<file path="config.mk">
export PLATFORM = sky130hd
export DESIGN_NAME = obvp_queue
export DESIGN_NICKNAME = d
export VERILOG_FILES = /design/src/obvp_pkg.sv /design/src/obvp_queue.sv
export SDC_FILE = /design/constraint.sdc
export NUM_CORES = 1
export LEC_CHECK = 0
export ABC_CLOCK_PERIOD_IN_PS = 16400
export BUFFER_PORTS_ARGS = -buffer_cell sky130_fd_sc_hd__buf_2
export CORE_ASPECT_RATIO = 0.75
export CORE_MARGIN = 4
export CORE_UTILIZATION = 30
export DETAILED_ROUTE_END_ITERATION = 6
export MAX_ROUTING_LAYER = met4
export PLACE_DENSITY_LB_ADDON = 0.2
export RECOVER_POWER = 100
export SLEW_MARGIN = 20
export SYNTH_ARGS = -nofsm -noshare
export SYNTH_HDL_FRONTEND = slang
export SYNTH_SLANG_ARGS = --single-unit
</file>
<file path="constraint.sdc">
create_clock -name clk -period 16.4 [get_ports clk]
set_input_delay 4.92 -clock clk [delete_from_list [all_inputs] [get_ports clk]]
set_output_delay 4.92 -clock clk [all_outputs]
set_load 0.005 [all_outputs]
</file>
<file path="src/obvp_pkg.sv">
// Shared types, constants and lookup functions for the oriented box unit.
package obvp_pkg;

	localparam int COORD_FRAC_BITS = 16;
	localparam int QUAT_FRAC_BITS  = 14;
	localparam int T_DROP_BITS     = 4;
	localparam int C_SHIFT         = 2 * QUAT_FRAC_BITS - T_DROP_BITS - 1;
	localparam int NUM_CORNERS     = 8;
	localparam int NUM_RESULTS     = 14;
	localparam int QUEUE_DEPTH     = 2;

	localparam logic [30:0] MIN_HALF_RESET = 31'd12901;

	localparam logic [1:0] AXIS_X = 2'd0;
	localparam logic [1:0] AXIS_Y = 2'd1;
	localparam logic [1:0] AXIS_Z = 2'd2;

	typedef struct packed {
		logic        [30:0] half_x;
		logic        [30:0] half_y;
		logic        [30:0] half_z;
		logic signed [15:0] rot_x;
		logic signed [15:0] rot_y;
		logic signed [15:0] rot_z;
		logic signed [15:0] rot_w;
		logic signed [31:0] pos_x;
		logic signed [31:0] pos_y;
		logic signed [31:0] pos_z;
	} box_t;

	typedef struct packed {
		logic               is_plane;
		logic        [2:0]  item_index;
		logic signed [31:0] coord_x;
		logic signed [31:0] coord_y;
		logic signed [31:0] coord_z;
		logic signed [31:0] plane_offset;
		logic               last_result;
	} res_t;

	// Clamped box as held in the queue between front and back.
	typedef struct packed {
		logic        [30:0] ext_x;
		logic        [30:0] ext_y;
		logic        [30:0] ext_z;
		logic signed [15:0] qx;
		logic signed [15:0] qy;
		logic signed [15:0] qz;
		logic signed [15:0] qw;
		logic signed [31:0] px;
		logic signed [31:0] py;
		logic signed [31:0] pz;
	} ent_t;

	typedef struct packed {
		logic        is_plane;
		logic [2:0]  idx;
		logic        last;
		logic [30:0] ext_a;
	} ctl_t;

	// Sign bits of each corner, one for +, ordered x, y, z.
	function automatic logic [2:0] corner_signs(input logic [2:0] k);
		logic [2:0] s;
		unique case (k)
			3'd0: s = 3'b000;
			3'd1: s = 3'b100;
			3'd2: s = 3'b101;
			3'd3: s = 3'b001;
			3'd4: s = 3'b010;
			3'd5: s = 3'b110;
			3'd6: s = 3'b111;
			default: s = 3'b011;
		endcase
		return s;
	endfunction

	function automatic logic [1:0] face_axis(input logic [2:0] k);
		logic [1:0] a;
		unique case (k)
			3'd0: a = AXIS_Z;
			3'd1: a = AXIS_Y;
			3'd2: a = AXIS_X;
			3'd3: a = AXIS_X;
			3'd4: a = AXIS_Z;
			default: a = AXIS_Y;
		endcase
		return a;
	endfunction

	function automatic logic face_neg(input logic [2:0] k);
		return (k == 3'd0) || (k == 3'd1) || (k == 3'd3);
	endfunction

	function automatic logic signed [31:0] sat32(input logic signed [63:0] x);
		logic signed [31:0] r;
		if (x > 64'sd2147483647) begin
			r = 32'sh7FFFFFFF;
		end else if (x < -64'sd2147483648) begin
			r = 32'sh80000000;
		end else begin
			r = x[31:0];
		end
		return r;
	endfunction

endpackage

</file>
<file path="src/obvp_queue.sv">
// Two-entry queue of clamped boxes between the front and back ends.
module obvp_queue (
	input  logic           clk,
	input  logic           arst_n,
	input  logic           push,
	input  obvp_pkg::ent_t push_data,
	input  logic           pop,
	output logic           full,
	output logic           not_empty,
	output obvp_pkg::ent_t head
);

	obvp_pkg::ent_t mem_q [obvp_pkg::QUEUE_DEPTH];
	logic           wr_q;
	logic           rd_q;
	logic [1:0]     cnt_q;

	assign full      = (cnt_q == 2'(obvp_pkg::QUEUE_DEPTH));
	assign not_empty = (cnt_q != 2'd0);
	assign head      = mem_q[rd_q];

	always_ff @(posedge clk) begin
		if (push) begin
			mem_q[wr_q] <= push_data;
		end
	end

	always_ff @(posedge clk or negedge arst_n) begin
		if (!arst_n) begin
			wr_q  <= 1'b0;
			rd_q  <= 1'b0;
			cnt_q <= 2'd0;
		end else begin
			if (push) begin
				wr_q <= ~wr_q;
			end
			if (pop) begin
				rd_q <= ~rd_q;
			end
			cnt_q <= cnt_q + 2'(push) - 2'(pop);
		end
	end

endmodule

</file>
==> results of run 1 <==
==> placed cells by master, fill, tap and decap left out, drive strengths merged, types with 2 or more instances in the layout <==
master / n
clkbuf: 327
diode: 17
dfrtp: 4
nor2b: 2
ha: 2
buf: 256
clkinvlp: 2
edfxtp: 506
inv: 4
mux2: 253
xor2: 2
clkinv: 23
bufinv: 2
==> area by class of cell <==
| type | instances | area (µm²) | share of cell area |
|---|---|---|---|
| antenna | 17 | 42.5 | 0.00184 |
| clock buffer | 63 | 1360 | 0.0589 |
| clock inverter | 29 | 195 | 0.00843 |
| inverter | 2 | 7.51 | 0.000324 |
| multi-input combinational | 262 | 2940 | 0.127 |
| sequential | 510 | 15300 | 0.661 |
| tap | 800 | 1000 | 0.0432 |
| timing repair buffer | 520 | 2300 | 0.0992 |
==> power groups by stage <==
stage / Sequential, µW / Combinational, µW / Clock, µW
after global routing: 1840 / 1070 / 1190
after floorplan: 1860 / 669 / 0
final: 1820 / 969 / 1090
after detailed placement: 1840 / 1100 / 0
after CTS: 1810 / 1100 / 1130
after global placement: 1830 / 1110 / 0
==> worst paths after layout <==
check	startpoint	endpoint	cells after the start
hold reg to reg	wr_q	wr_q	1
setup / recovery	rd_q	head[68]	3
setup reg to reg	wr_q	mem_q[1][234]	2
hold / removal	wr_q	wr_q	1
min in group asynchronous	arst_n	cnt_q[0]	1
max in group asynchronous	arst_n	rd_q	1
==> metrics by stage <==
step	hold WS, ns	power [µW]
5_1_grt	0.518	4100
4_1_cts	0.559	4050
3_3_place_gp	0.541	2940
2_1_floorplan	0.473	2530
6_report	0.507	3880
3_5_place_dp	0.549	2940
==> state kept, by name, indices dropped and copies added (netlist names) <==
| register | count |
|---|---|
| cnt_q | 2 |
| mem_q | 506 |
| rd_q | 1 |
| wr_q | 1 |
==> routing by layer <==
| metal | share of wire | GRT usage |
|---|---|---|
| met1 | 0.39 | 0.135 |
| met3 | 0.094 | 0.0502 |
| met5 | 0 | - |
| met2 | 0.49 | 0.203 |
| met4 | 0.024 | 0.0373 |
==> cells by family (layout without fill, tap and decap cells) <==
kind of cell | count (synthesis) | in the layout | synth area share
xor+xnor | 3 | 3 | 0.00221
simple gates | 4 | 4 | 0.00134
mux | 253 | 253 | 0.165
other cells | 0 | 17 | 0
buf+inv | 30 | 614 | 0.0117
fa+ha+maj | 2 | 2 | 0.00134
flops | 510 | 510 | 0.819
==> results.toml, run 1 <==
[die]
fp.dieW_um = 296
start_util = 0.306
die-area_mm2 = 0.0664
core_mm2 = 0.0611
num_rows = 78
die_y_um = 224
ios = 512

[synth]
ys_seq_elements = 510
synth.area.top_cells = "edfxtp_1 (81%), mux2_2 (12%), mux2_4 (4.8%), dfrtp_1 (0.54%), buf_4 (0.44%)"
synth_area_mm2 = 0.0187
synth_top_cell_by_area = "edfxtp_1"
ys_types = 14
seq_area_frac_synth = 0.819
syn-instance-count = 802
synth_ff_type = "edfxtp_1"
syn_avg_cell_area_um2 = 23.3
synth_top_area_frac = 0.813
synth.most_common_cell = "edfxtp_1"
ys_top_cells_by_count = "edfxtp_1 (506), mux2_2 (193), mux2_4 (60), buf_4 (11), buf_2 (10)"
async_flop_share = 0.00784
synth_edf_count = 506
synth_nets = 1061
ys_warn_count = 0

[clocking]
cts_tree = "done"
cts.clk_slew.worst_paths_ns = 0.06
numCtsBuffers = 52
htreeDepth = 2
cts_hold_buf = 0
cts_resized = 0
cts_sinks = 510
clockBufferDepth = 3
clkLatencyLatePin_ns = 0.57
clock-root-buffer = "clkbuf_16"
post_cts_buffers = 0

[cells_and_area]
final_area_mm2 = 0.0231
fin_util = 0.379
drive_gt1_frac = 0.361
fillers = 5889
nets = 1607
syn_to_final_growth_pct = 23.9
fin_cells = 2203

[power]
p_per_area_mw_per_mm2 = 167
p_int_uw = 2810
power_leakage_uw = 0.00795
pwr-share-comb = 0.250
p_sw_frac = 0.276
peakVddDrop_uv = 106
p_sw_uw = 1070
p_clk_frac = 0.281
p_seq_frac = 0.469

[critical_path]
cp_data_arrival_time_ns = 6.30
max_stage_delay_ns = 2.79
crit_path_start_kind = "register"
worstSetupPathType = "register to output port"
worstPathRequired_ns = 11.48
crit_path_top_delay_cell = "clkbuf_1"
end_kind = "output port"
worstPathCellList = "clkbuf_1 -> mux2_2 -> buf_2"
critPathTopFamily = "buffers and inverters"
worst-path-max-fanout = 64
regToRegSetupSlack_ns = 9.71
crit_buf_inv = 2

[place]
gp_congestion = 0.730
port_buffers = 511
dp_cells = 2094
place_ws_ns = 8.00
placedInstanceArea_mm2 = 0.0221
hpwlAfterDp_um = 28000

[global_route]
antenna_found_initial = 16
grt_pass1_vias = 9970
grt_overflow_total = 0
grt_pass1_wl_um = 60100
grt_usage = 0.122
grt_max_degree = 132

[detailed_routing]
avgRoutedWirePerCell_um = 18.9
ant_nets = 0
drtPass1Iterations = 4
drc = 0
via_per_inst = 4.26
vias = 9382
routed_wl_um = 41700
drt_iter0_drc = 418

[timing]
rsz0062_at_grt = "false"
finalCritPeriodShare = 0.684
max-slew-margin-rel = -1.71
setup_tns_ns = 0
finClkSkew_ns = 0.0191
min_period_ns = 11.22
tightest_slew_ns = 4.06
fmax_mhz = 89.1
report.final.hold_viol_count = 0
finalSetupViolCount = 0
worst_slack_ns = 5.18
drv_slew = 356

[status]
status = "finished with violations"
violations = "max-capacitance violations, max-slew violations"

[job]
cap_violations = 6

[hold_path]
holdCritPathClass = "register to register"
Note: power is estimated with default switching activity, not from simulation.
==> inputs of run 2 (changes only) <==
--- a/config.mk
+++ b/config.mk
@@ -5,7 +5,7 @@
 export SDC_FILE = /design/constraint.sdc
 export NUM_CORES = 1
 export LEC_CHECK = 0
-export ABC_CLOCK_PERIOD_IN_PS = 16400
+export ABC_CLOCK_PERIOD_IN_PS = 9000
 export BUFFER_PORTS_ARGS = -buffer_cell sky130_fd_sc_hd__buf_2
 export CORE_ASPECT_RATIO = 0.75
 export CORE_MARGIN = 4
==> constraint.sdc (replaced) <==
create_clock -name clk -period 9 [get_ports clk]
set_input_delay 2.7 -clock clk [delete_from_list [all_inputs] [get_ports clk]]
set_output_delay 2.7 -clock clk [all_outputs]
set_load 0.005 [all_outputs]
==> run 2 against run 1 <==
The run still ends with max-capacitance violations, max-slew violations left; utilization hardly changed; register-to-register slack got worse by 5.3 ns; largest power group unchanged; total power is 82% higher; first-iteration DRC count rose by 13%.
==> results.toml, run 2 (synthesis gave the netlist of run 1 again) <==
[status]
status = "finished with violations"
violations = "max-capacitance violations, max-slew violations"

[die]
die-area_mm2 = 0.0664
fp.dieW_um = 296
num_rows = 78
start_util = 0.306
core_mm2 = 0.0611
die_y_um = 224
ios = 512

[detailed_routing]
ant_nets = 0
via_per_inst = 4.25
drt_iter0_drc = 472
avgRoutedWirePerCell_um = 19.4
drc = 0
drtPass1Iterations = 4
vias = 9358
routed_wl_um = 42600

[cells_and_area]
final_common_cell = "edfxtp_1"
syn_to_final_growth_pct = 24.0
nets = 1605
largest_reg_flops = 506
fin_util = 0.379
drive_gt1_frac = 0.373
fillers = 5811
largest_register = "mem_q"
layout_common_cells = "edfxtp_1 (506), clkbuf_1 (267), buf_2 (258)"
reg_top3 = "mem_q x506, cnt_q x2"

[global_route]
antenna_found_initial = 14
grt_max_degree = 126
grt_usage = 0.125
grt_overflow_total = 0
grt_pass1_vias = 9785
grt_pass1_wl_um = 61000

[timing]
timing.hold.ws_ns = 0.504
fmax_mhz = 148
finalSetupViolCount = 0
finClkSkew_ns = 0.0106
tightest_slew_ns = 3.85
rsz0062_at_grt = "false"
setup_tns_ns = 0
finalCritPeriodShare = 0.751
drv_slew = 271
min_period_ns = 6.76
max-slew-margin-rel = -1.57
report.final.hold_viol_count = 0

[place]
hpwlAfterDp_um = 28200
gp_congestion = 0.765
port_buffers = 511

[clocking]
cts_hold_buf = 0
cts.clk_slew.worst_paths_ns = 0.06
cts_sinks = 510
clkLatencyLatePin_ns = 0.56
cts_tree = "done"
htreeDepth = 2
clockBufferDepth = 3
post_cts_buffers = 0
numCtsBuffers = 52
cts_resized = 0
clock-root-buffer = "clkbuf_16"

[critical_path]
max_stage_delay_ns = 1.99
cp_data_arrival_time_ns = 4.06
worstPathCellList = "buf_4 -> mux2_1 -> buf_2"
end_kind = "output port"
worst-path-max-fanout = 60
worstPathRequired_ns = 6.30
worstSetupPathType = "register to output port"
crit_path_start_kind = "register"
crit_path_top_delay_cell = "dfrtp_1"

[power]
power_uw = 7060
peakVddDrop_uv = 302
p_per_area_mw_per_mm2 = 305
power_leakage_uw = 0.00797

[hold_path]
holdCritPathClass = "register to register"

[job]
cap_violations = 4
run 2: final timing paths:
kind / startpoint / to / slack, ns / cells past startpoint
min reg2reg: wr_q / wr_q / 0.50 / 1
max: rd_q / head[196] / 2.24 / 3
max in group asynchronous: arst_n / rd_q / 6.84 / 1
min in group asynchronous: arst_n / wr_q / 1.96 / 1
min: wr_q / wr_q / 0.50 / 1
max reg2reg: wr_q / mem_q[1][174] / 4.43 / 2
run 2: cell type report:
| type | instances | area [µm²] | share of cell area |
|---|---|---|---|
| diodes | 16 | 40.0 | 0.00173 |
| repair buffers | 518 | 2320 | 0.100 |
| clock inverters | 24 | 168 | 0.00724 |
| flip-flops and latches | 510 | 15300 | 0.660 |
| clock buffers | 69 | 1390 | 0.0598 |
| inverters | 2 | 7.51 | 0.000324 |
| multi-input cells | 262 | 2950 | 0.127 |
| well taps | 800 | 1000 | 0.0432 |
run 2: worst max-delay path, delay by kind of cell (launching register included):
family	cells	cell delay, ns
flops	1	1.99
buf+inv	2	0.97
mux	1	0.41
run 2: metal layers:
metal  vias to the layer above  wire [µm]  GRT usage
li1                       4327          -          -
met1                      4652      17100      0.146
met2                       305      20800      0.201
met3                        74       3770     0.0485
met4                         0        896     0.0373
met5                         -          0          -
run 2: power by group:
part / switching, µW / internal, µW / leakage (µW)
Clock: 855 / 1130 / 0.000752
Sequential: 140 / 3180 / 0.00480
Combinational: 949 / 801 / 0.00242
Total: 1940 / 5110 / 0.00797
run 2: through the flow:
step | worst slack [ns] | cell area (µm²) | std cells
after detailed placement | 3.93 | 22100 | 2092
after global placement | 3.93 | 22100 | 2092
after floorplan | 2.08 | 18700 | 802
final | 2.24 | 23200 | 2201
after CTS | 3.27 | 23700 | 2185
after global routing | 1.92 | 23200 | 2199
==> inputs of run 3 (changes only) <==
--- a/config.mk
+++ b/config.mk
@@ -5,7 +5,7 @@
 export SDC_FILE = /design/constraint.sdc
 export NUM_CORES = 1
 export LEC_CHECK = 0
-export ABC_CLOCK_PERIOD_IN_PS = 9000
+export ABC_CLOCK_PERIOD_IN_PS = 5500
 export BUFFER_PORTS_ARGS = -buffer_cell sky130_fd_sc_hd__buf_2
 export CORE_ASPECT_RATIO = 0.75
 export CORE_MARGIN = 4
==> constraint.sdc (replaced) <==
create_clock -name clk -period 5.5 [get_ports clk]
set_input_delay 1.65 -clock clk [delete_from_list [all_inputs] [get_ports clk]]
set_output_delay 1.65 -clock clk [all_outputs]
set_load 0.005 [all_outputs]
==> run 3 against run 2 <==
The run still ends with max-capacitance violations, max-slew violations left; global-route usage is essentially flat; utilization increased by 0.18 points; non-clock buffer count up 14; worst setup slack got worse by 1.4 ns; clock power rose by 65%; sequential cell count did not move; critical endpoint is now head[56]; largest cell class unchanged.
==> results.toml, run 3 (synthesis gave the netlist of run 1 again) <==
[cells_and_area]
final_common_cell = "edfxtp_1"
layout_common_cells = "edfxtp_1 (506), clkbuf_1 (296), buf_2 (236)"
drive_gt1_frac = 0.359
largest_register = "mem_q"
largest_reg_flops = 506
syn_to_final_growth_pct = 24.6
reg_top3 = "mem_q x506, cnt_q x2"
nets = 1619

[status]
status = "finished with violations"
violations = "max-capacitance violations, max-slew violations"

[clocking]
cts_resized = 0
clockBufferDepth = 3
clkLatencyLatePin_ns = 0.56
cts_tree = "done"
cts_sinks = 510
cts_hold_buf = 0
htreeDepth = 2
numCtsBuffers = 52
post_cts_buffers = 0
clock-root-buffer = "clkbuf_16"
cts.clk_slew.worst_paths_ns = 0.06

[power]
p_per_area_mw_per_mm2 = 499
power_uw = 11600
peakVddDrop_uv = 270
power_leakage_uw = 0.00798

[critical_path]
worstSetupPathType = "register to output port"
crit_path_top_delay_cell = "dfrtp_4"
r2r_cells = 3
crit_path_start_kind = "register"
cp_data_arrival_time_ns = 3.01
max_stage_delay_ns = 0.86
worst-path-max-fanout = 47
end_kind = "output port"
worstPathRequired_ns = 3.85
crit_buf_inv = 3
worstPathCellList = "buf_12 -> clkbuf_1 -> mux2_2 -> buf_2"
cp_num_cells = 4
critPathTopFamily = "buffers and inverters"

[hold_path]
holdCritPathClass = "register to register"
whs_path_depth = 1

[timing]
rsz0062_at_grt = "false"
drv_slew = 141
report.final.hold_viol_count = 0
setup_tns_ns = 0
max-slew-margin-rel = -0.687
finClkSkew_ns = 0.00770
finalSetupViolCount = 0
finalCritPeriodShare = 0.847
fmax_mhz = 215
tightest_slew_ns = 2.53
min_period_ns = 4.66

[global_route]
grt_pass1_vias = 10000
grt_overflow_total = 0
grt_pass1_wl_um = 61100
grt_max_degree = 103
antenna_found_initial = 9
grt_usage = 0.125

[place]
hpwlAfterDp_um = 29200
gp_congestion = 0.787
port_buffers = 511

[detailed_routing]
ant_nets = 0
drtPass1Iterations = 4
via_per_inst = 4.26
vias = 9412
drt_iter0_drc = 431
drc = 0
routed_wl_um = 42500
avgRoutedWirePerCell_um = 19.3

[die]
core_mm2 = 0.0611
die_y_um = 224
die-area_mm2 = 0.0664
num_rows = 78
fp.dieW_um = 296
start_util = 0.306
ios = 512

[job]
cap_violations = 3
## run 3: cell types whose count changed in the layout (fill, tap and decap cells not counted), sizes merged
cell,delta
buf,-21
diode,-5
clkbuf,+32
clkinvlp,-1
inv,+1
bufinv,+1
## run 3: report_power, final
part           switching, µW  leakage (µW)  internal, µW  total [µW]
clock network           1390      0.000762          1900        3290
logic                   1610       0.00243          1350        2960
registers                211       0.00479          5170        5380
total                   3210       0.00798          8410       11600
## run 3: worst paths after layout
path	from	to	slack, ns
hold / removal	wr_q	wr_q	0.49
min in group asynchronous	arst_n	cnt_q[0]	0.91
hold reg to reg	wr_q	wr_q	0.49
setup reg to reg	wr_q	mem_q[1][214]	1.79
setup / recovery	rd_q	head[56]	0.84
max in group asynchronous	arst_n	rd_q	4.37
## run 3: per-layer routing
metal	wire length (µm)	track usage	vias up
li1	-	-	4349
met3	3720	0.0441	68
met4	791	0.0350	0
met2	21000	0.204	292
met1	17000	0.147	4703
met5	0	-	-
## run 3: cell type report
| class | count | area [µm²] |
|---|---|---|
| Fill cell | 5850 | 37800 |
| Sequential cell | 510 | 15300 |
| Multi-Input combinational cell | 262 | 2960 |
| Timing Repair Buffer | 532 | 2410 |
| Clock buffer | 66 | 1380 |
| Tap cell | 800 | 1000 |
| Clock inverter | 25 | 196 |
| Antenna cell | 11 | 27.5 |
| Inverter | 2 | 7.51 |
## run 3: through the flow
step                instance area [µm²]  utilization  cells  hold slack, ns  setup WS [ns]
floorplan                         18700            -    802           0.508         -0.369
global placement                  22300        0.365   2106           0.532           1.80
detailed placement                22300        0.365   2106           0.533           1.75
CTS                               23900        0.391   2197           0.548           1.11
global route                      23300        0.381   2206           0.517          0.557
finish                            23300        0.381   2208           0.492          0.842
