## src/obvp_pkg.sv

```systemverilog
// Shared types, constants and lookup functions for the oriented box unit.
package obvp_pkg;

	localparam int COORD_FRAC_BITS = 16;
	localparam int QUAT_FRAC_BITS  = 14;
	localparam int T_DROP_BITS     = 4;
	localparam int C_SHIFT         = 2 * QUAT_FRAC_BITS - T_DROP_BITS - 1;
	localparam int NUM_CORNERS     = 8;
	localparam int NUM_RESULTS     = 14;
	localparam int QUEUE_DEPTH     = 2;

	localparam logic [30:0] MIN_HALF_RESET = 31'd12901;

	localparam logic [1:0] AXIS_X = 2'd0;
	localparam logic [1:0] AXIS_Y = 2'd1;
	localparam logic [1:0] AXIS_Z = 2'd2;

	typedef struct packed {
		logic        [30:0] half_x;
		logic        [30:0] half_y;
		logic        [30:0] half_z;
		logic signed [15:0] rot_x;
		logic signed [15:0] rot_y;
		logic signed [15:0] rot_z;
		logic signed [15:0] rot_w;
		logic signed [31:0] pos_x;
		logic signed [31:0] pos_y;
		logic signed [31:0] pos_z;
	} box_t;

	typedef struct packed {
		logic               is_plane;
		logic        [2:0]  item_index;
		logic signed [31:0] coord_x;
		logic signed [31:0] coord_y;
		logic signed [31:0] coord_z;
		logic signed [31:0] plane_offset;
		logic               last_result;
	} res_t;

	// Clamped box as held in the queue between front and back.
	typedef struct packed {
		logic        [30:0] ext_x;
		logic        [30:0] ext_y;
		logic        [30:0] ext_z;
		logic signed [15:0] qx;
		logic signed [15:0] qy;
		logic signed [15:0] qz;
		logic signed [15:0] qw;
		logic signed [31:0] px;
		logic signed [31:0] py;
		logic signed [31:0] pz;
	} ent_t;

	typedef struct packed {
		logic        is_plane;
		logic [2:0]  idx;
		logic        last;
		logic [30:0] ext_a;
	} ctl_t;

	// Sign bits of each corner, one for +, ordered x, y, z.
	function automatic logic [2:0] corner_signs(input logic [2:0] k);
		logic [2:0] s;
		unique case (k)
			3'd0: s = 3'b000;
			3'd1: s = 3'b100;
			3'd2: s = 3'b101;
			3'd3: s = 3'b001;
			3'd4: s = 3'b010;
			3'd5: s = 3'b110;
			3'd6: s = 3'b111;
			default: s = 3'b011;
		endcase
		return s;
	endfunction

	function automatic logic [1:0] face_axis(input logic [2:0] k);
		logic [1:0] a;
		unique case (k)
			3'd0: a = AXIS_Z;
			3'd1: a = AXIS_Y;
			3'd2: a = AXIS_X;
			3'd3: a = AXIS_X;
			3'd4: a = AXIS_Z;
			default: a = AXIS_Y;
		endcase
		return a;
	endfunction

	function automatic logic face_neg(input logic [2:0] k);
		return (k == 3'd0) || (k == 3'd1) || (k == 3'd3);
	endfunction

	function automatic logic signed [31:0] sat32(input logic signed [63:0] x);
		logic signed [31:0] r;
		if (x > 64'sd2147483647) begin
			r = 32'sh7FFFFFFF;
		end else if (x < -64'sd2147483648) begin
			r = 32'sh80000000;
		end else begin
			r = x[31:0];
		end
		return r;
	endfunction

endpackage

```

## src/obvp_front.sv

```systemverilog
// Front end: holds the minimum extent register and clamps incoming boxes.
module obvp_front (
	input  logic                  clk,
	input  logic                  arst_n,
	input  logic                  min_we,
	input  logic [30:0]           min_wdata,
	input  obvp_pkg::box_t        box,
	output obvp_pkg::ent_t        ent
);

	logic [30:0] min_q;

	always_ff @(posedge clk or negedge arst_n) begin
		if (!arst_n) begin
			min_q <= obvp_pkg::MIN_HALF_RESET;
		end else if (min_we) begin
			min_q <= min_wdata;
		end
	end

	always_comb begin
		ent.ext_x = (box.half_x < min_q) ? min_q : box.half_x;
		ent.ext_y = (box.half_y < min_q) ? min_q : box.half_y;
		ent.ext_z = (box.half_z < min_q) ? min_q : box.half_z;
		ent.qx    = box.rot_x;
		ent.qy    = box.rot_y;
		ent.qz    = box.rot_z;
		ent.qw    = box.rot_w;
		ent.px    = box.pos_x;
		ent.py    = box.pos_y;
		ent.pz    = box.pos_z;
	end

endmodule

```

## config.mk

```make
export PLATFORM = sky130hd
export DESIGN_NAME = obvp_front
export DESIGN_NICKNAME = d
export VERILOG_FILES = /design/src/obvp_pkg.sv /design/src/obvp_front.sv
export SDC_FILE = /design/constraint.sdc
export NUM_CORES = 1
export LEC_CHECK = 0
export ABC_AREA = 1
export BUFFER_PORTS_ARGS = -buffer_cell sky130_fd_sc_hd__buf_2
export CAP_MARGIN = 10
export CORE_AREA = 2 2 211 213
export CTS_CLUSTER_SIZE = 24
export DETAILED_ROUTE_END_ITERATION = 10
export DIE_AREA = 0 0 213 215
export SETUP_SLACK_MARGIN = 0.5
export SYNTH_ARGS = -nofsm -noshare
export SYNTH_HDL_FRONTEND = slang
export SYNTH_SLANG_ARGS = --single-unit
```

## constraint.sdc

```tcl
create_clock -name clk -period 4.2 [get_ports clk]
set_input_delay 0.63 -clock clk [delete_from_list [all_inputs] [get_ports clk]]
set_output_delay 0.63 -clock clk [all_outputs]
set_load 0.005 [all_outputs]
```

==> results.yml, run 1 <==
outcome:
  status: "finished clean"
synth:
  async_reset_ff_share_pct: 100
  ys_seq_area_share_pct: 13.3
  syn_area_um2: 5910
  ys_warn_count: 0
  synthCells: 952
  synthesis.nets: 1329
  synth_edf_count: 0
  syn-mean-instance-area_um2: 6.21
  ys_ff_latch: 31
  ys.flop_type: "dfrtp_1"
  ys_types: 20
worst_setup_path:
  worstPathMaxFanout: 16
  r2r-start: "min_q[5]"
  cp-start-kind: "flop"
  required_ns: 3.57
  r2r_slack_ns: 3.27
  r2r-end: "min_q[5]"
  critPathKind: "reg2out"
  crit_arrival_ns: 2.84
  crit_path_end_kind: "output port"
  worst-r2r-cell-count: 2
placed_design:
  dp_hpwl_um: 25800
  placed_area_um2: 6570
  dpl.cell_count: 1589
  gp_congestion: 0.815
  place_ws_ns: 0.681
  io_buffer_count: 219
sta:
  max_freq_mhz: 288
  slew-limit-headroom_pct: 37.3
  layout_setup_ws_ns: 0.730
  clock-skew-final_ns: 0
  rsz0062_at_grt: "true"
  maxSlewViolCount: 0
  tns_ns: 0
  whs_ns: 0.461
  finalSetupViolCount: 0
  tightestPinTransition_ns: 0.941
  min_period_ns: 3.47
  fin_crit_sh_pct: 82.6
  hold_violations: 0
layout:
  instances_no_fill: 1601
  mostFrequentLayoutCells: "nand2_1, buf_2, nand3_1, ha_1, inv_1"
  layout-drive-gt1-share_pct: 26.1
  final_cell_area_um2: 6760
  diodes: 0
  largest_register_ffs: 31
  final_common_cell: "nand2_1"
  synthToLayoutAreaGrowth_pct: 14.4
  final_util_pct: 15.5
  regMostFlops: "min_q"
  nets: 1385
  reg_top3: "min_q: 31 flops"
clocking:
  insertion_delay_ns: 0.31
  clkSinkCount: 31
  cts_hold_buf: 0
  cts_htree_levels: 2
  cts_buffers: 5
  cts_tree: "done"
  cts-root-buf: "clkbuf_16"
  clk_pin_slew_ns: 0.06
  ctsLongestPathBuffers: 2
global_route:
  antenna_found_initial: 4
  overflow: 0
  grt_pass1_wl_um: 41900
  grt_pass1_vias: 5922
  grt_max_degree: 35
  gr-usage-all-layers_pct: 13.2
detailed_routing:
  ant_nets: 0
  dr.pass1.iters: 5
  drc: 0
  viasPerCell: 3.86
  num_vias: 6174
  totalWireLength_um: 30900
  wl_per_cell_um: 19.3
  drt_first_iter_violations: 428
floorplanning:
  fp.dieW_um: 213
  die_h_um: 215
  num_io_pins: 540
  dieArea_um2: 45800
  start_util_pct: 13.5
  core_area_um2: 43600
  num_rows: 77
job:
  maxCapViolations: 0
power_and_ir_drop:
  p_per_area_nw_per_um2: 264
  vdd_drop_max_mv: 0.137
  leakage_nw: 3.91
  totalPowerFinal_mw: 1.78
hold_path:
  hold_class: "in2async"
-- repair_timing --
action,CTS,global route
pin swaps,0,0
gates resized for setup,1,5
endpoints found under the setup margin,1,52
buffers inserted,0,4
-- where the power goes --
| part | switching (mW) | total, mW | internal (mW) |
|---|---|---|---|
| clock | 0.173 | 0.395 | 0.222 |
| sequential | 0.0361 | 0.367 | 0.331 |
| combinational | 0.622 | 1.02 | 0.400 |
| total | 0.831 | 1.78 | 0.953 |
-- cell type report --
type,count,area [µm²]
Inverter,76,285
Timing Repair Buffer,243,1290
Tap cell,592,741
Multi-Input combinational cell,651,3520
Fill cell,5087,36900
Clock buffer,8,136
Sequential cell,31,785
-- layer usage --
layer	global-route usage (%)	share of wire (%)	vias to the layer above
li1	-	-	2964
met1	15.6	39	2676
met2	21.1	45	425
met3	4.21	11	107
met4	6.78	5.1	2
met5	0.970	0.18	-
-- synthesized netlist by cell type, types with 2 or more instances --
library cell	n	share of area, %
o21ai_0	30	2.5
a21o_1	4	0.51
nand3_1	98	8.3
nor2_1	27	1.7
a21oi_1	26	2.2
dfrtp_1	24	10
dfstp_2	7	3.1
buf_2	21	1.8
ha_1	90	19
clkbuf_1	10	0.64
inv_1	76	4.8
buf_4	163	21
nand2_1	368	23
nand4_1	2	0.21
-- cell families after synthesis --
family | after synthesis | share of synthesized area (%)
mux | 1 | 0.191
flops | 31 | 13.3
simple gates | 499 | 34.1
fa+ha+maj | 90 | 19.1
compound gates | 61 | 5.40
buf+inv | 270 | 28.0
-- worst max-delay path, cell delays in order (launching register included) --
cell and delay [ns]:
dfrtp_1 0.46, inv_1 0.15, ha_1 0.32, nand2_1 0.05, nor2_1 0.12, nand2_1 0.13, nor3_1 0.41, nand2_1 0.18
nand2_1 0.12, buf_4 0.30, nand2_1 0.10, nand2_1 0.08, buf_2 0.11
-- worst max path at each step --
stage                     slack, ns        to  startpoint  cells past startpoint
final                          0.73  ent[162]   min_q[29]                     12
after detailed placement       0.68  ent[197]    box[221]                     12
after floorplan                1.70  ent[222]    box[244]                      8
after global placement         0.69  ent[197]    box[221]                     12
after CTS                      0.55  ent[227]    min_q[6]                     15
after global routing           0.46  ent[187]   min_q[28]                     15
Power figures use the tool's default switching activity.
==> run 2, diff against run 1 <==
--- a/config.mk
+++ b/config.mk
@@ -8,10 +8,10 @@
 export ABC_AREA = 1
 export BUFFER_PORTS_ARGS = -buffer_cell sky130_fd_sc_hd__buf_2
 export CAP_MARGIN = 10
-export CORE_AREA = 2 2 211 213
+export CORE_AREA = 2 2 212 214
 export CTS_CLUSTER_SIZE = 24
 export DETAILED_ROUTE_END_ITERATION = 10
-export DIE_AREA = 0 0 213 215
+export DIE_AREA = 0 0 214 216
 export SETUP_SLACK_MARGIN = 0.5
 export SYNTH_ARGS = -nofsm -noshare
 export SYNTH_HDL_FRONTEND = slang
==> constraint.sdc (replaced) <==
create_clock -name clk -period 2.8 [get_ports clk]
set_input_delay 0.42 -clock clk [delete_from_list [all_inputs] [get_ports clk]]
set_output_delay 0.42 -clock clk [all_outputs]
set_load 0.005 [all_outputs]
==> run 2 against run 1 <==
  * Die area grew 0.94%
  * Via count up 10%
  * The flow now finishes with violations (negative setup slack)
  * Highest routed layer unchanged
  * Critical path type unchanged
  * Clock skew unchanged
  * Sequential share of layout area down 3.2 points
  * Largest cell class unchanged
  * Critical endpoint is now ent[173]
  * Sequential power up 44%
==> results.yml, run 2 (synthesized netlist as in run 1, its figures left out) <==
worst_setup_path:
  r2r_slack_ns: 1.84
  worstPathMaxFanout: 5
  cpMostUsedCell: "nand2_2"
  r2r-start: "min_q[12]"
  crit_family: "simple AND/OR/NAND/NOR gates"
  crit_arrival_ns: 2.56
  worstPathCellList: "inv_2, buf_6, ha_4, a21oi_2, nand2_2, nand2_1, nand2_2, nand2_2, nand2_2, nand2_4, buf_12, buf_16, nand3_1, nand2_2, buf_2"
  required_ns: 2.38
  r2r-end: "min_q[12]"
  path_buf_inv: 5
  cp-start-kind: "flop"
  crit_path_end_kind: "output port"
  critPathKind: "reg2out"
  worst_path_largest_cell_delay_ns: 0.54
  cp_slowest_cell: "dfstp_2"
  worst-r2r-cell-count: 3
  cp-startpoint: "min_q[2]"
sta:
  layout_setup_ws_ns: -0.178
  finalSetupViolCount: 93
  slew-limit-headroom_pct: 33.2
  max_freq_mhz: 336
  rsz0062_at_grt: "true"
  fin_crit_sh_pct: 106
  hold_violations: 0
  min_period_ns: 2.98
  maxSlewViolCount: 0
  clock-skew-final_ns: 0
  tightestPinTransition_ns: 1.00
power_and_ir_drop:
  switchingPower_mw: 1.68
  seqPwrFrac_pct: 14.2
  totalPowerFinal_mw: 3.72
  p_clk_share_pct: 18.2
  switching_share_pct: 45.2
  intPower_mw: 2.04
  p_per_area_nw_per_um2: 399
  leakage_nw: 5.03
  pwr-share-comb_pct: 67.6
  vdd_drop_max_mv: 0.197
layout:
  layout-drive-gt1-share_pct: 51.8
  largest_register_ffs: 31
  final_common_cell: "nand2_1"
  mostFrequentLayoutCells: "nand2_1, buf_2, nand2_2, ha_1, nand3_1"
  final_cell_area_um2: 9320
  reg_top3: "min_q: 31 flops"
  synthToLayoutAreaGrowth_pct: 57.8
  nets: 1477
  fill_cells: 4914
  regMostFlops: "min_q"
detailed_routing:
  viasPerCell: 4.01
  routed.top_layer: "met5"
  drc: 0
  dr_wl_met2_um: 17000
  num_vias: 6799
  drt_first_iter_violations: 371
  wl_met3_um: 3060
  totalWireLength_um: 36000
  dr.pass1.iters: 5
  wirelength_met1_um: 14000
  wl_per_cell_um: 21.2
  ant_nets: 0
placed_design:
  io_buffer_count: 219
  dp_hpwl_um: 25000
  placed_area_um2: 6990
  gp_congestion: 0.815
floorplanning:
  start_util_pct: 13.5
  fp.dieW_um: 214
  core_area_um2: 43800
  dieArea_um2: 46200
  die_h_um: 216
  num_rows: 77
  num_io_pins: 540
clocking:
  ctsLongestPathBuffers: 2
  insertion_delay_ns: 0.32
  clkSinkCount: 31
  cts_buffers: 5
  cts_hold_buf: 0
  cts-root-buf: "clkbuf_16"
  cts_tree: "done"
  clk_pin_slew_ns: 0.07
  cts_htree_levels: 2
global_route:
  antenna_found_initial: 4
  grt_pass1_vias: 6872
  gr-usage-all-layers_pct: 14.9
  grt_max_degree: 36
  grt_pass1_wl_um: 48600
  overflow: 0
outcome:
  violations: "negative setup slack"
  status: "finished, violations left"
hold_path:
  hold_class: "in2async"
job:
  maxCapViolations: 0
run 2: worst reg2reg max path, delay by kind of cell (launching register included):
| kind | cells | cell delay, ns |
|---|---|---|
| DFF | 1 | 0.56 |
| AOI/OAI and AO/OA | 1 | 0.15 |
| buffers and inverters | 2 | 0.17 |
run 2: power by group through the flow:
stage               Sequential, mW  Combinational, mW  Clock (mW)
floorplan                    0.536              0.983           0
global placement             0.532               1.67           0
detailed placement           0.532               1.67           0
CTS                          0.525               2.26       0.720
global route                 0.533               2.74       0.719
finish                       0.528               2.52       0.677
run 2: area by class of cell:
type	count	area [µm²]	share of cell area, %
clock buffers	8	156	1.68
inverters	76	288	3.09
well taps	592	741	7.94
diodes	1	2.50	0.0268
repair buffers	335	2790	30.0
multi-input cells	651	4560	48.9
flip-flops and latches	31	787	8.44
run 2: worst max-delay path by stage:
stage | endpoint | cells past startpoint
after floorplan | ent[222] | 13
after global placement | ent[227] | 11
after detailed placement | ent[227] | 10
after CTS | ent[199] | 17
after global routing | ent[184] | 16
final | ent[173] | 15
run 2: per-layer routing:
metal / GRT usage (%) / up-vias
met4: 8.00 / 2
li1: - / 3179
met2: 25.4 / 421
met5: 0 / -
met3: 4.23 / 138
met1: 16.8 / 3059
run 2: timing repair:
item                                    in CTS  in global routing
resized for setup                          224                150
endpoints found under the setup margin      93                 93
gates cloned                                16                  3
pin swaps                                   37                 39
setup buffers                               26                  3
hold endpoints to repair                     0                  0
run 2: through the flow:
stage	worst slack, ns	util, %	cells	TNS [ns]	hold slack [ns]
after detailed placement	-0.126	15.9	1637	-0.752	0.575
after floorplan	0.626	-	952	0	0.124
final	-0.178	21.3	1694	-10.51	0.271
after global placement	-0.144	15.9	1637	-1.72	0.556
after CTS	-0.265	19.7	1687	-18.36	0.277
after global routing	-0.285	21.3	1694	-22.98	0.300
==> run 3, diff against run 2 <==
--- a/config.mk
+++ b/config.mk
@@ -5,13 +5,14 @@
 export SDC_FILE = /design/constraint.sdc
 export NUM_CORES = 1
 export LEC_CHECK = 0
-export ABC_AREA = 1
 export BUFFER_PORTS_ARGS = -buffer_cell sky130_fd_sc_hd__buf_2
 export CAP_MARGIN = 10
-export CORE_AREA = 2 2 212 214
+export CORE_AREA = 2 2 208 210
+export CTS_CLUSTER_DIAMETER = 150
 export CTS_CLUSTER_SIZE = 24
 export DETAILED_ROUTE_END_ITERATION = 10
-export DIE_AREA = 0 0 214 216
+export DIE_AREA = 0 0 210 212
+export GPL_TIMING_DRIVEN = 0
 export SETUP_SLACK_MARGIN = 0.5
 export SYNTH_ARGS = -nofsm -noshare
 export SYNTH_HDL_FRONTEND = slang
==> run 3 against run 2 <==
  * The flow still finishes with violations (negative setup slack)
  * First-iteration DRC count shrank 42%
  * Sequential cell count is the same
  * Worst hold slack gained 0.00098 ns
  * Clock skew is the same
==> results.yml, run 3 <==
outcome:
  status: "finished, violations left"
  violations: "negative setup slack"
global_route:
  grt_max_degree: 32
  grt_pass1_vias: 5983
  overflow: 0
  grt_pass1_wl_um: 38600
  gr-usage-all-layers_pct: 12.2
  antenna_found_initial: 7
clocking:
  clkSinkCount: 31
  cts_tree: "done"
  insertion_delay_ns: 0.30
  ctsLongestPathBuffers: 2
  clk_pin_slew_ns: 0.06
  cts_htree_levels: 2
  cts_hold_buf: 0
  cts-root-buf: "clkbuf_16"
  cts_buffers: 5
worst_setup_path:
  cp-start-kind: "flop"
  critPathKind: "reg2out"
  crit_path_end_kind: "output port"
  worstPathMaxFanout: 10
  cpMostUsedCell: "buf_6"
  path_buf_inv: 4
  required_ns: 2.38
  r2r-start: "min_q[9]"
  r2r_slack_ns: 1.81
  crit_arrival_ns: 2.91
  worst-r2r-cell-count: 3
  r2r-end: "min_q[9]"
  crit_family: "compound AO/OA/AOI/OAI gates"
  worstPathCellList: "inv_4, ha_4, and2_4, a221o_1, a221oi_4, o21ai_2, a21oi_4, buf_6, buf_12, mux2_4, buf_6"
  cp_slowest_cell: "dfrtp_2"
  worst_path_largest_cell_delay_ns: 0.44
sta:
  max_freq_mhz: 300
  rsz0062_at_grt: "true"
  slew-limit-headroom_pct: 31.6
  hold_violations: 0
  finalSetupViolCount: 93
  whs_ns: 0.272
  clock-skew-final_ns: 0
  tightestPinTransition_ns: 1.03
  layout_setup_ws_ns: -0.535
  fin_crit_sh_pct: 119
  maxSlewViolCount: 0
  min_period_ns: 3.33
layout:
  instances_no_fill: 1610
  nets: 1437
  final-seq-area_um2: 787
  final_common_cell: "buf_2"
  fill_cells: 4577
  layout-drive-gt1-share_pct: 73.1
  final_cell_area_um2: 9980
  reg_top3: "min_q: 31 flops"
  mostFrequentLayoutCells: "buf_2, buf_4, buf_6, mux2_4, ha_1"
  synthToLayoutAreaGrowth_pct: 80.7
  regMostFlops: "min_q"
  largest_register_ffs: 31
  multi_input_area_um2: 3950
synth:
  yosys-top-cells-count: "buf_4, ha_1, nand2_1, mux2_2, o21ai_0"
  synthesis.nets: 1004
  synth_top_family_by_area: "buffers and inverters"
  syn-mean-instance-area_um2: 8.81
  synth_compound_area_share_pct: 10.6
  synth.area.mux_share_pct: 21.2
  synth_edf_count: 0
  yosys.area.top_type: "buf_4"
  ys.flop_type: "dfrtp_1"
  yosysMostFrequentCell: "buf_4"
  ys_warn_count: 0
  ys_types: 36
  yosys.area_share.xor_xnor_pct: 0
  ys_seq_area_share_pct: 14.2
  ys_ff_latch: 31
  yosys.area_share.adder_pct: 20.4
  synth_simple_gate_area_share_pct: 7.97
  synthCells: 627
  synth.top_cells.by_area: "buf_4, ha_1, mux2_2"
  syn_area_um2: 5530
  async_reset_ff_share_pct: 100
  yosys.area.top_type_share_pct: 22.1
detailed_routing:
  totalWireLength_um: 28900
  drt_first_iter_violations: 214
  viasPerCell: 3.74
  dr.pass1.iters: 4
  wl_per_cell_um: 18.0
  ant_nets: 0
  drc: 0
  num_vias: 6024
power_and_ir_drop:
  switching_share_pct: 36.9
  switchingPower_mw: 1.36
  leakage_nw: 5.21
  vdd_drop_max_mv: 0.186
  intPower_mw: 2.32
  p_clk_share_pct: 16.6
  p_per_area_nw_per_um2: 368
  pwr-share-comb_pct: 68.7
  seqPwrFrac_pct: 14.6
  totalPowerFinal_mw: 3.68
floorplanning:
  fp.dieW_um: 210
  core_area_um2: 42500
  die_h_um: 212
  num_rows: 76
  dieArea_um2: 44500
  start_util_pct: 13.0
  num_io_pins: 540
placed_design:
  io_buffer_count: 378
  gp_congestion: 0.838
  dpl.cell_count: 1551
  placed_area_um2: 8440
  dp_hpwl_um: 24000
job:
  maxCapViolations: 0
hold_path:
  hold_class: "in2async"
[run 3: cell count changes in the layout (fill, tap and decap cells not counted), sizes merged, moves of 4 or more]
| cell | before | now |
|---|---|---|
| a221oi | 0 | 4 |
| mux2 | 1 | 94 |
| buf | 332 | 595 |
| a21oi | 27 | 42 |
| nand3 | 98 | 6 |
| nor2 | 27 | 9 |
| o21ai | 30 | 49 |
| inv | 76 | 32 |
| nand4 | 2 | 9 |
| nand2 | 368 | 62 |
[run 3: cells by family after synthesis]
logic type	count (synthesis)
flip-flops	31
multiplexers	94
AND/OR/NAND/NOR	99
AO/OA/AOI/OAI	105
adder cells (fa/ha/maj)	90
buffers and inverters	208
[run 3: final cells by class]
type | count | share of cell area (%)
multi-input combinational | 388 | 39.5
timing repair buffer | 426 | 28.8
buffer | 176 | 14.1
sequential | 31 | 7.88
tap | 546 | 6.84
clock buffer | 7 | 1.43
inverter | 32 | 1.30
antenna | 3 | 0.0752
clock inverter | 1 | 0.0501
[run 3: metrics by stage]
step / setup slack [ns] / util (%) / TNS, ns
global placement: -0.784 / 19.9 / -58.36
detailed placement: -0.758 / 19.9 / -57.14
CTS: -0.566 / 23.1 / -45.18
finish: -0.535 / 23.5 / -42.11
floorplan: 0.201 / - / 0
global route: -0.639 / 23.5 / -51.69
[run 3: layer usage]
layer,track usage [%],share of wire [%]
met3,2.07,4.9
met4,4.21,2.4
met1,13.2,38
met2,23.7,55
met5,0,0.14
[run 3: worst max path at each step]
stage | from | endpoint | slack (ns) | depth (start not counted)
global placement | min_q[12] | ent[179] | -0.78 | 9
CTS | min_q[26] | ent[219] | -0.57 | 11
floorplan | min_q[25] | ent[191] | 0.20 | 9
detailed placement | min_q[12] | ent[179] | -0.76 | 9
finish | min_q[26] | ent[219] | -0.53 | 11
global route | min_q[24] | ent[219] | -0.64 | 11
[run 3: timing repair]
item / CTS / global route
endpoints found under the setup margin: 93 / 93
resized for setup: 156 / 23
buffers inserted: 35 / 8
cloned: 5 / 0
pin swaps: 25 / 10
[run 3: power by group through the flow]
stage | Sequential [mW] | Combinational, mW | Clock [mW]
2_1_floorplan | 0.537 | 1.12 | 0
3_3_place_gp | 0.560 | 1.87 | 0
3_5_place_dp | 0.560 | 1.89 | 0
4_1_cts | 0.537 | 2.51 | 0.655
5_1_grt | 0.543 | 2.72 | 0.662
6_report | 0.538 | 2.53 | 0.611
